File: config.mk
export PLATFORM = sky130hd
export DESIGN_NAME = pwo_ctrl
export DESIGN_NICKNAME = d
export VERILOG_FILES = /design/src/hw/rtl/pwo_pkg.sv /design/src/hw/rtl/pwo_ctrl.sv
export VERILOG_INCLUDE_DIRS = /design/src /design/src/hw/rtl
export SDC_FILE = /design/constraint.sdc
export NUM_CORES = 1
export LEC_CHECK = 0
export BUFFER_PORTS_ARGS = -buffer_cell sky130_fd_sc_hd__buf_2
export CAP_MARGIN = 15
export CORE_AREA = 2 2 39 41
export CTS_BUF_LIST = sky130_fd_sc_hd__clkbuf_2 sky130_fd_sc_hd__clkbuf_4 sky130_fd_sc_hd__clkbuf_8
export DETAILED_ROUTE_END_ITERATION = 7
export DIE_AREA = 0 0 41 43
export GPL_TIMING_DRIVEN = 1
export PLACE_DENSITY_LB_ADDON = 0.1
export SYNTH_ARGS = -nofsm -noshare
export SYNTH_HDL_FRONTEND = slang
export SYNTH_SLANG_ARGS = --single-unit
File: constraint.sdc
create_clock -name i_clk -period 1.68 [get_ports i_clk]
set_clock_uncertainty 0.1 [all_clocks]
set_input_delay 0.252 -clock i_clk [delete_from_list [all_inputs] [get_ports i_clk]]
set_output_delay 0.252 -clock i_clk [all_outputs]
set_load 0.05 [all_outputs]
File: src/hw/rtl/polyphonic_waveform_oscillator_defines.svh
// Assertion helpers shared by the oscillator RTL.
`ifndef POLYPHONIC_WAVEFORM_OSCILLATOR_DEFINES_SVH
`define POLYPHONIC_WAVEFORM_OSCILLATOR_DEFINES_SVH

// Consequent checked in the same cycle as the antecedent.
`define PWO_ASSERT_SAME(label, clk, rst_n, ante, cons, msg) \
    label: assert property (@(posedge clk) disable iff (!rst_n) (ante) |-> (cons)) \
        else $error(msg);

// Consequent checked in the cycle after the antecedent.
`define PWO_ASSERT_NEXT(label, clk, rst_n, ante, cons, msg) \
    label: assert property (@(posedge clk) disable iff (!rst_n) (ante) |=> (cons)) \
        else $error(msg);

`endif

File: src/hw/rtl/pwo_pkg.sv
package pwo_pkg;

    localparam int unsigned CFG_IDX_W = 3;
    localparam logic [31:0] PHASE_SCALE_RESET = 32'd22906492;

    typedef enum logic [CFG_IDX_W-1:0] {
        REG_WAVEFORM       = 3'd0,
        REG_OCTAVE_SHIFT   = 3'd1,
        REG_SEMITONE_SHIFT = 3'd2,
        REG_CENTS_SHIFT    = 3'd3,
        REG_PHASE_SCALE    = 3'd4
    } t_reg_idx;

    typedef enum logic [1:0] {
        WAVE_SINE     = 2'd0,
        WAVE_TRIANGLE = 2'd1,
        WAVE_SQUARE   = 2'd2,
        WAVE_SAW      = 2'd3
    } t_wave;

    typedef struct packed {
        logic [3:0]  voice_index;
        logic        sounding;
        logic        note_end;
        logic [31:0] base_frequency;
    } t_item;

    typedef struct packed {
        logic [3:0]         voice_out;
        logic signed [15:0] sample_value;
    } t_result;

    typedef struct packed {
        t_wave              waveform;
        logic signed [4:0]  octave_shift;
        logic signed [4:0]  semitone_shift;
        logic signed [7:0]  cents_shift;
        logic [31:0]        phase_scale;
    } t_cfg;

    // one strobe per sequencer step
    typedef struct packed {
        logic capture;
        logic mem_rd;
        logic quot_fix;
        logic digit_hi;
        logic digit_lo;
        logic factor_a;
        logic factor_b;
        logic mul_base;
        logic mul_lo;
        logic mul_hi;
        logic write_back;
    } t_dp_cmd;

    // odd Taylor terms of sin(pi*x/2), Q30
    localparam logic [63:0] C1 = 64'd1686629713;
    localparam logic [63:0] C3 = 64'd693598669;
    localparam logic [63:0] C5 = 64'd85569306;
    localparam logic [63:0] C7 = 64'd5026996;
    localparam logic [63:0] C9 = 64'd172272;
    localparam logic [63:0] Q30_ONE = 64'h4000_0000;

    // 2^(s/12) in Q16
    function automatic logic [16:0] semi_q16(input logic [3:0] idx);
        logic [16:0] v;
        case (idx)
            4'd0:    v = 17'd65536;
            4'd1:    v = 17'd69433;
            4'd2:    v = 17'd73562;
            4'd3:    v = 17'd77936;
            4'd4:    v = 17'd82570;
            4'd5:    v = 17'd87480;
            4'd6:    v = 17'd92682;
            4'd7:    v = 17'd98193;
            4'd8:    v = 17'd104032;
            4'd9:    v = 17'd110218;
            4'd10:   v = 17'd116772;
            4'd11:   v = 17'd123715;
            default: v = 17'd65536;
        endcase
        return v;
    endfunction

    // 2^(10t/1200) in Q16
    function automatic logic [16:0] tens_q16(input logic [3:0] idx);
        logic [16:0] v;
        case (idx)
            4'd0:    v = 17'd65536;
            4'd1:    v = 17'd65916;
            4'd2:    v = 17'd66297;
            4'd3:    v = 17'd66682;
            4'd4:    v = 17'd67068;
            4'd5:    v = 17'd67456;
            4'd6:    v = 17'd67847;
            4'd7:    v = 17'd68240;
            4'd8:    v = 17'd68635;
            4'd9:    v = 17'd69033;
            default: v = 17'd65536;
        endcase
        return v;
    endfunction

    // 2^(u/1200) in Q16
    function automatic logic [16:0] units_q16(input logic [3:0] idx);
        logic [16:0] v;
        case (idx)
            4'd0:    v = 17'd65536;
            4'd1:    v = 17'd65574;
            4'd2:    v = 17'd65612;
            4'd3:    v = 17'd65650;
            4'd4:    v = 17'd65688;
            4'd5:    v = 17'd65726;
            4'd6:    v = 17'd65764;
            4'd7:    v = 17'd65802;
            4'd8:    v = 17'd65840;
            4'd9:    v = 17'd65878;
            default: v = 17'd65536;
        endcase
        return v;
    endfunction

    // sin(pi*x/2), x in Q30 on [0,1], result Q15 saturated
    function automatic logic [15:0] quarter_sine(input logic [63:0] x);
        logic [63:0] x2;
        logic [63:0] y;
        logic [63:0] s;
        x2 = (x * x) >> 30;
        y  = C9;
        y  = C7 - ((x2 * y) >> 30);
        y  = C5 - ((x2 * y) >> 30);
        y  = C3 - ((x2 * y) >> 30);
        y  = C1 - ((x2 * y) >> 30);
        s  = ((x * y) >> 30) + 64'd16384;
        s  = s >> 15;
        return (s > 64'd32767) ? 16'd32767 : s[15:0];
    endfunction

    // one sine table entry, evaluated at elaboration
    function automatic logic signed [15:0] sine_entry(input logic [31:0] k,
                                                      input int unsigned bits);
        logic [31:0] u;
        logic [63:0] x;
        logic [15:0] s;
        u = k << (32 - bits);
        x = u[30] ? (Q30_ONE - 64'(u[29:0])) : 64'(u[29:0]);
        s = quarter_sine(x);
        return u[31] ? -signed'(s) : signed'(s);
    endfunction

endpackage

File: src/hw/rtl/pwo_ctrl.sv
`include "polyphonic_waveform_oscillator_defines.svh"

module pwo_ctrl (
    input  logic             i_clk,
    input  logic             i_rst_n,
    input  logic             start,
    output logic             busy,
    output pwo_pkg::t_dp_cmd o_cmd
);
    import pwo_pkg::*;

    typedef enum logic [10:0] {
        S_IDLE = 11'b000_0000_0001,
        S_RD   = 11'b000_0000_0010,
        S_QFIX = 11'b000_0000_0100,
        S_DHI  = 11'b000_0000_1000,
        S_DLO  = 11'b000_0001_0000,
        S_FA   = 11'b000_0010_0000,
        S_FB   = 11'b000_0100_0000,
        S_MB   = 11'b000_1000_0000,
        S_ML   = 11'b001_0000_0000,
        S_MH   = 11'b010_0000_0000,
        S_WB   = 11'b100_0000_0000
    } t_state;

    t_state r_state;
    t_state n_state;

    always_comb begin
        n_state = r_state;
        case (r_state)
            S_IDLE:  if (start) n_state = S_RD;
            S_RD:    n_state = S_QFIX;
            S_QFIX:  n_state = S_DHI;
            S_DHI:   n_state = S_DLO;
            S_DLO:   n_state = S_FA;
            S_FA:    n_state = S_FB;
            S_FB:    n_state = S_MB;
            S_MB:    n_state = S_ML;
            S_ML:    n_state = S_MH;
            S_MH:    n_state = S_WB;
            S_WB:    n_state = S_IDLE;
            default: n_state = S_IDLE;
        endcase
    end

    always_ff @(posedge i_clk) begin
        if (!i_rst_n) begin
            r_state <= S_IDLE;
        end else begin
            r_state <= n_state;
        end
    end

    assign busy = (r_state != S_IDLE);

    always_comb begin
        o_cmd            = '0;
        o_cmd.capture    = (r_state == S_IDLE) && start;
        o_cmd.mem_rd     = (r_state == S_RD);
        o_cmd.quot_fix   = (r_state == S_QFIX);
        o_cmd.digit_hi   = (r_state == S_DHI);
        o_cmd.digit_lo   = (r_state == S_DLO);
        o_cmd.factor_a   = (r_state == S_FA);
        o_cmd.factor_b   = (r_state == S_FB);
        o_cmd.mul_base   = (r_state == S_MB);
        o_cmd.mul_lo     = (r_state == S_ML);
        o_cmd.mul_hi     = (r_state == S_MH);
        o_cmd.write_back = (r_state == S_WB);
    end

    `PWO_ASSERT_NEXT(a_accept_starts, i_clk, i_rst_n, start && !busy, r_state == S_RD, "accepted tick did not start the sequence")
    `PWO_ASSERT_NEXT(a_wb_frees, i_clk, i_rst_n, r_state == S_WB, !busy, "block still busy after write back")
    `PWO_ASSERT_SAME(a_capture_idle, i_clk, i_rst_n, o_cmd.capture, !busy && !o_cmd.write_back, "capture outside idle")

endmodule

# ---- Word level (Yosys, flattened, before mapping)
# Cells that the tools add are included.
# Widths: inputs -> output; s select.
dict set report totals {
  regBits 11
  in_bits 3
  output_inout_bits 12
}
dict set report classes {
  eq_ne 13
  mux 2
  n_reduce_logical 1
}
# op n
set op_table {}
lappend op_table {{$pmux 11 s10} 1}
lappend op_table {{$eq 11x1->1 const B} 1}
lappend op_table {{$eq 11x10->1 const B} 1}
lappend op_table {{$eq 11x11->1 const B} 1}
lappend op_table {{$eq 11x2->1 const B} 1}
lappend op_table {{$eq 11x3->1 const B} 1}
lappend op_table {{$eq 11x4->1 const B} 1}
lappend op_table {{$eq 11x5->1 const B} 1}
lappend op_table {{$eq 11x6->1 const B} 1}
lappend op_table {{$eq 11x7->1 const B} 1}
lappend op_table {{$eq 11x8->1 const B} 1}
lappend op_table {{$eq 11x9->1 const B} 1}
lappend op_table {{$mux 11} 1}
lappend op_table {{$ne 11x1->1 const B} 1}
lappend op_table {{$ne 2x2->1 const B} 1}
lappend op_table {{$logic_and 1x1->1} 1}

# ---- Logic depth before layout (Yosys ltp)
# Gate-level depths: netlist of the first run.
dict set report depth {
  word_depth 2
  mapped_depth 4
  depth_no_buf 4
}

# ---- Worst setup path after synthesis of the first run
# No wires, ideal clock.
dict set report synth_path {
  kind {register to output}
  start {register r_state[1]}
  end {output o_cmd[10] (netlist bit)}
  arrival_time_ns 2.016
  required_time_ns 1.328
  setup_slack_ns -0.688
  stages_incl_launch_ff 4
  path_buffers 0
  cell_sequence {dfxtp_1 nor4b_2 nand4_2 nor2_1}
}
# element line
set synth_rtl {}
lappend synth_rtl {{from (decl)} pwo_ctrl.sv:26} ;# t_state r_state;
lappend synth_rtl {{from (signal assigned)} pwo_ctrl.sv:51} ;# r_state <= n_state;
lappend synth_rtl {{to (decl)} pwo_ctrl.sv:8} ;# output pwo_pkg::t_dp_cmd o_cmd

==> results of run 1 <==
-- routing by layer --
| layer | up-vias | global-route usage |
|---|---|---|
| li1 | 341 | - |
| met1 | 370 | 0.370 |
| met2 | 17 | 0.488 |
| met3 | 4 | 0.0838 |
| met4 | 0 | 0.0933 |
| met5 | - | 0 |
-- area by class of cell --
class                      instances  area share
multi-input combinational         52       0.451
timing repair buffer              42       0.313
sequential                        11       0.187
clock buffer                       4      0.0241
tap                               16      0.0161
inverter                           3     0.00905
-- worst register-to-register path, cell delays in order (launching register included) --
cell	delay [ns]
dfxtp_4	0.36
nor4_4	0.39
nand2_2	0.17
buf_4	0.17
buf_4	0.13
nor4_1	0.25
-- final timing paths --
kind	start	end	slack, ns	depth (start not counted)
hold reg to reg	r_state[2]	r_state[2]	0.61	3
setup reg to reg	r_state[0]	r_state[7]	0.01	5
setup / recovery	r_state[0]	o_cmd[4]	-0.32	5
hold / removal	i_rst_n	r_state[4]	0.22	2
-- repair_timing --
action | CTS | global route
gates resized for setup | 38 | 15
buffers inserted | 7 | 8
pin swaps | 6 | 9
setup endpoints to repair | 12 | 20
hold endpoints to repair | 0 | 0
-- logic make-up (layout without fill, tap and decap cells) --
logic type,Yosys count,in the layout,synth area share
xor gates and xnor gates,2,2,0.0269
and+or+nand+nor,36,36,0.440
AOI/OAI and AO/OA,14,14,0.167
DFF,11,11,0.338
buffers and inverters,5,49,0.0288
-- through the flow --
step	hold slack, ns	instance area (um2)	setup WS, ns
after floorplan	0.474	741	-0.213
after global placement	0.477	951	-0.0138
after detailed placement	0.483	951	-0.0560
after CTS	0.205	1170	-0.257
after global routing	0.196	1240	-0.416
final	0.218	1240	-0.323
-- power breakdown --
part           switching [uW]  internal [uW]
clock                     100            108
combinational             150            134
sequential               10.4            269
-- cell usage in the layout (no fill, tap or decap), types with 2 or more instances in the layout --
cell type | synthesis | final
nor2b_1 | 3 | 3
dfxtp_4 | 0 | 2
buf_4 | 0 | 23
nor2_1 | 5 | 2
buf_6 | 0 | 13
inv_1 | 3 | 2
buf_2 | 0 | 2
nand2_1 | 2 | 2
nor4_4 | 1 | 4
nand2b_1 | 2 | 2
clkbuf_4 | 0 | 4
o21ai_0 | 3 | 3
dfxtp_1 | 11 | 5
nor4b_4 | 0 | 3
nor3_4 | 1 | 2
dfxtp_2 | 0 | 4
nor2_2 | 2 | 2
xor2_1 | 2 | 2
buf_8 | 0 | 4
nor2_4 | 0 | 3
o211a_1 | 5 | 5
and2_1 | 2 | 2
and4_4 | 0 | 2
==> out/qor.log, run 1 <==
INFO  power          max-vdd-ir-drop=0.504mV
INFO  die            die_area=1760um2
INFO  synthesis      synth.yosys.warnings=0
INFO  finish         largest_reg_by_ff_count=r_state
INFO  finish         layout-drive-gt1-share=0.696
INFO  run            number_of_max_capacitance_violations_reported=0
INFO  worst_setup_path data_arrival_critical_path=1.65ns
INFO  worst_setup_path critPathKind=flip-flop to primary output
INFO  grt            grt_usage=0.302
INFO  worst_setup_path critPathMaxStageDelay=0.39ns
INFO  power          power-per-cell-area=620nW/um2
INFO  synthesis      netlist.top_cell.by_area=dfxtp_1
INFO  timing         min_period_over_period=1.19
INFO  die            die_extent_in_x=41um
INFO  synthesis      post_synth.cell_area_avg=9.59um2
INFO  synthesis      yosys-top-cells-count=dfxtp_1, nor2_1, o211a_1
INFO  die            num_rows=14
INFO  synthesis      yosys.area.top_type_share=0.338
INFO  timing         post-route-min-period=2.00ns
INFO  timing         measured_slew_at_the_worst_slew_check_pin=0.368ns
INFO  finish         seq_area=233um2
INFO  worst_setup_path path_buf_inv=2
INFO  detailed_routing dr_wl_met3=52um
INFO  worst_setup_path timing.critical_path.from_type=flip-flop
INFO  synthesis      async_flop_share=0
INFO  detailed_routing wl_per_cell=19.4um
INFO  detailed_routing wl=2490um
INFO  synthesis      netlist_top_cells_area=dfxtp_1, o211a_1, nor4_2, nor4b_2, and4_1
INFO  timing         hold_viol=0
INFO  grt            globalRouteOverflowTotal=0
INFO  worst_hold_path holdCritPathClass=input pin to flip-flop
INFO  detailed_routing remaining_drc_errors=0
INFO  grt            wire_length_of_the_first_global_routing_pass=3500um
INFO  finish         largest_register_ff_count=11
INFO  grt            grt_start_max_net_pins=10
INFO  worst_setup_path cpMaxStageDelayCell=nor4_4
INFO  die            die_h=43um
INFO  worst_setup_path element_type_at_the_critical_path_end=primary output
INFO  status         status=finished with violations
INFO  synthesis      synth-seq-cells=11
INFO  timing         setup-violations-final=12
INFO  detailed_routing wl_met1=1030um
INFO  detailed_routing maxUsedRoutingLayer=met4
INFO  timing         maxSlewViolCount=0
INFO  finish         num_antenna_cells=0
INFO  synthesis      syn-instance-count=68
INFO  finish         final.fill_count=68
INFO  grt            antenna_found_initial=0
INFO  detailed_routing postRouteAntennaNets=0
INFO  clocking       clock_root_buffer=clkbuf_4
INFO  worst_setup_path cpLargestDelayFamily=simple AND/OR/NAND/NOR gates
INFO  placement      place.port_buffers=14
INFO  detailed_routing num_vias=732
INFO  timing         final.setup.tns=-3.03ns
INFO  synthesis      synth_sequential_area_ratio=0.338
INFO  placement      post-dp-hpwl=1370um
INFO  finish         post_layout_nonfiller_instances=128
INFO  worst_setup_path worstPathMaxFanout=4
INFO  synthesis      synth_edf_count=0
INFO  timing         maxClockFrequency=499MHz
INFO  clocking       cts_htree_levels=1
INFO  clocking       postCtsHoldBufs=0
INFO  synthesis      mappedNetlistNets=71
INFO  power          total_power=772uW
INFO  placement      place.gp.congestion=0.805
INFO  timing         grt_setup_unrepaired=yes
INFO  placement      dpl.cell_count=113
INFO  status         violations=negative setup slack
INFO  finish         nets=116
INFO  clocking       path_clk_slew=0.08ns
INFO  detailed_routing wl_met2=1370um
INFO  clocking       worstSkewPairLatency=0.27ns
INFO  finish         multi_input_comb_area=562um2
INFO  clocking       cts_made_buffers=3
INFO  synthesis      ys.flop_type=dfxtp_1
INFO  clocking       tritoncts=done
INFO  finish         layout.core_utilization=0.900
INFO  detailed_routing detail_route.first_pass.iterations=4
INFO  worst_setup_path critical_path.cell_chain=nor4_4, nand2_2, buf_4, nor3_4, buf_6
INFO  clocking       cts.sink_count=11
INFO  die            initial_core_util=0.471
INFO  finish         area_growth=91.0%
INFO  timing         slew_headroom=0.754
INFO  power          power.leakage=0.000557uW
INFO  detailed_routing detail_route.iter0.violations=5
INFO  synthesis      synth.distinct_cells=31
INFO  synthesis      cell_area_after_synthesis=652um2
INFO  clocking       cts_max_path_buffers=2
INFO  timing         postLayoutSetupSlackWorst=-0.323ns
INFO  synthesis      most_repeated_cell_in_the_gate_level_netlist_after_synthesis=dfxtp_1
INFO  finish         top_regs=r_state (11)
INFO  detailed_routing average_vias_per_placed_instance=5.72
INFO  die            core-area=1380um2
INFO  die            ios=15
INFO  grt            grt_pass1_vias=717
INFO  worst_setup_path timing.critical_path.required=1.33ns
No activity file was read; power rests on OpenSTA's default activity.
==> inputs of run 2 (changes only) <==
--- a/config.mk
+++ b/config.mk
@@ -6,6 +6,7 @@
 export SDC_FILE = /design/constraint.sdc
 export NUM_CORES = 1
 export LEC_CHECK = 0
+export ABC_AREA = 1
 export BUFFER_PORTS_ARGS = -buffer_cell sky130_fd_sc_hd__buf_2
 export CAP_MARGIN = 15
 export CORE_AREA = 2 2 39 41
==> out/qor.log, run 2 <==
INFO  detailed_routing remaining_drc_errors=0
INFO  die            die_h=43um
INFO  clocking       postCtsHoldBufs=0
INFO  finish         num_antenna_cells=0
INFO  worst_setup_path critPathMaxStageDelay=0.35ns
INFO  timing         min_period_over_period=1.04
INFO  detailed_routing detail_route.first_pass.iterations=4
INFO  detailed_routing wl_met2=739um
INFO  synthesis      post_synth.cell_area_avg=6.44um2
INFO  synthesis      most_repeated_cell_in_the_gate_level_netlist_after_synthesis=inv_1
INFO  synthesis      syn-instance-count=101
INFO  finish         most-common-layout-cells=inv_1, nand2_1, nor2_1, buf_4, nor2_4
INFO  worst_setup_path data_arrival_critical_path=1.39ns
INFO  detailed_routing dr_wl_met3=78um
INFO  die            ios=15
INFO  worst_setup_path cpMaxStageDelayCell=dfxtp_4
INFO  worst_setup_path path_common_cell=nor2_4
INFO  worst_setup_path worstPathMaxFanout=3
INFO  power          power-per-cell-area=662nW/um2
INFO  placement      post-dp-hpwl=977um
INFO  synthesis      mappedNetlistNets=104
INFO  timing         setup-violations-final=10
INFO  worst_hold_path holdCritPathClass=input pin to flip-flop
INFO  status         violations=negative setup slack
INFO  synthesis      synth.yosys.warnings=0
INFO  finish         layout.core_utilization=0.754
INFO  detailed_routing wl=1570um
INFO  synthesis      synth_sequential_area_ratio=0.338
INFO  synthesis      cell_area_after_synthesis=651um2
INFO  power          power.leakage=0.000549uW
INFO  clocking       cts.sink_count=11
INFO  grt            grt_start_max_net_pins=7
INFO  timing         post-route-min-period=1.75ns
INFO  power          max-vdd-ir-drop=0.551mV
INFO  timing         maxClockFrequency=573MHz
INFO  synthesis      ys.flop_type=dfxtp_1
INFO  finish         nets=133
INFO  worst_setup_path timing.critical_path.from_type=flip-flop
INFO  die            die_area=1760um2
INFO  worst_setup_path critical_path.cell_chain=nor2_4, nand2_4, nor3_4, inv_2, nor2_4, buf_6
INFO  timing         maxSlewViolCount=0
INFO  worst_setup_path critPathKind=flip-flop to primary output
INFO  grt            globalRouteOverflowTotal=0
INFO  synthesis      netlist.top_cell.by_area=dfxtp_1
INFO  finish         most_common_library_cell_in_the_layout_ignoring_fill_and_taps=inv_1
INFO  detailed_routing average_vias_per_placed_instance=4.51
INFO  finish         layout-drive-gt1-share=0.558
INFO  synthesis      netlist_top_cells_area=dfxtp_1, inv_1, nor2_2, nand2_1, nor2_1
INFO  die            num_rows=14
INFO  die            initial_core_util=0.470
INFO  synthesis      synth-seq-cells=11
INFO  run            number_of_max_capacitance_violations_reported=0
INFO  finish         largest_reg_by_ff_count=r_state
INFO  detailed_routing num_vias=654
INFO  worst_setup_path path_buf_inv=2
INFO  detailed_routing postRouteAntennaNets=0
INFO  clocking       cts_max_path_buffers=2
INFO  worst_setup_path cpLargestDelayFamily=simple AND/OR/NAND/NOR gates
INFO  placement      place.port_buffers=14
INFO  clocking       path_clk_slew=0.08ns
INFO  grt            grt_pass1_vias=578
INFO  grt            wire_length_of_the_first_global_routing_pass=2390um
INFO  synthesis      yosys-top-cells-count=inv_1, nand2_1, nor2_1
INFO  synthesis      async_flop_share=0
INFO  synthesis      yosys.area.top_type_share=0.338
INFO  status         status=finished with violations
INFO  detailed_routing wl_met1=702um
INFO  clocking       worstSkewPairLatency=0.28ns
INFO  finish         area_growth=60.4%
INFO  power          total_power=690uW
INFO  grt            grt_usage=0.203
INFO  clocking       cts_made_buffers=3
INFO  synthesis      synth.distinct_cells=15
INFO  timing         hold_viol=0
INFO  worst_setup_path timing.critical_path.required=1.33ns
INFO  placement      place.gp.congestion=0.814
INFO  detailed_routing maxUsedRoutingLayer=met4
INFO  synthesis      synth_edf_count=0
INFO  grt            antenna_found_initial=0
INFO  die            die_extent_in_x=41um
INFO  timing         slew_headroom=0.869
INFO  worst_setup_path element_type_at_the_critical_path_end=primary output
INFO  timing         final.setup.tns=-0.349ns
INFO  timing         postLayoutSetupSlackWorst=-0.0650ns
INFO  timing         grt_setup_unrepaired=yes
INFO  finish         largest_register_ff_count=11
INFO  clocking       clock_root_buffer=clkbuf_4
INFO  detailed_routing wl_per_cell=10.8um
INFO  timing         measured_slew_at_the_worst_slew_check_pin=0.196ns
INFO  clocking       cts_htree_levels=1
INFO  finish         top_regs=r_state (11)
INFO  die            core-area=1380um2
INFO  clocking       tritoncts=done
INFO  detailed_routing detail_route.iter0.violations=10
-- run 2: cell count changes after synthesis, moves of 5 or more --
| cell | delta |
|---|---|
| nor2_2 | +11 |
| nand2_2 | +5 |
| inv_1 | +21 |
| nand2_1 | +18 |
| o211a_1 | -5 |
| nor2_1 | +9 |
-- run 2: cell type report --
cell class | count | area [um2]
multi-input cells | 64 | 428
fillers | 100 | 340
repair buffers | 24 | 235
flip-flops and latches | 11 | 233
inverters | 26 | 97.6
clock buffers | 4 | 30.0
well taps | 16 | 20.0
-- run 2: path summary, 6_finish.rpt --
check                                start          to  slack [ns]  cells after the start
worst max register to register  r_state[4]  r_state[4]        0.15                     11
worst min register to register  r_state[1]  r_state[1]        0.48                      2
worst max-delay path            r_state[7]   o_cmd[10]       -0.07                      6
worst min-delay path               i_rst_n  r_state[2]        0.15                      3
-- run 2: report_power, final --
group          internal [uW]  leakage, uW  switching [uW]
combinational           73.4     0.000438             126
sequential               268    0.0000925            10.3
clock                    108    0.0000184             104
total                    449     0.000549             241
-- run 2: through the flow --
| step | instances | cell area, um2 | worst slack (ns) | hold slack (ns) |
|---|---|---|---|---|
| 6_report | 145 | 1040 | -0.0650 | 0.152 |
| 5_1_grt | 145 | 1040 | -0.141 | 0.174 |
| 4_1_cts | 140 | 925 | -0.0683 | 0.155 |
| 3_5_place_dp | 131 | 753 | 0.0630 | 0.449 |
| 3_3_place_gp | 131 | 753 | 0.0857 | 0.444 |
| 2_1_floorplan | 101 | 663 | -0.0205 | 0.278 |
-- run 2: per-layer routing --
layer / global-route usage / vias up
met2: 0.300 / 19
li1: - / 347
met3: 0.0524 / 7
met5: 0 / -
met1: 0.252 / 281
met4: 0.120 / 0
-- run 2: worst min-delay path: cells and delay by family --
| kind | cells | cell delay, ns |
|---|---|---|
| simple gates | 1 | 0.08 |
| buf+inv | 2 | 0.16 |
-- run 2: timing repair --
action                     CTS  global route
pin swaps                   11            11
setup buffers                5             5
setup endpoints to repair   12            12
hold endpoints to repair     0             0
resized for setup           33            26
-- run 2: cells by family (layout without fill, tap and decap cells) --
logic type | after synthesis | in the layout | synth area share
AND/OR/NAND/NOR | 63 | 63 | 0.504
AO/OA/AOI/OAI | 1 | 1 | 0.00768
flip-flops | 11 | 11 | 0.338
buffers and inverters | 26 | 54 | 0.150
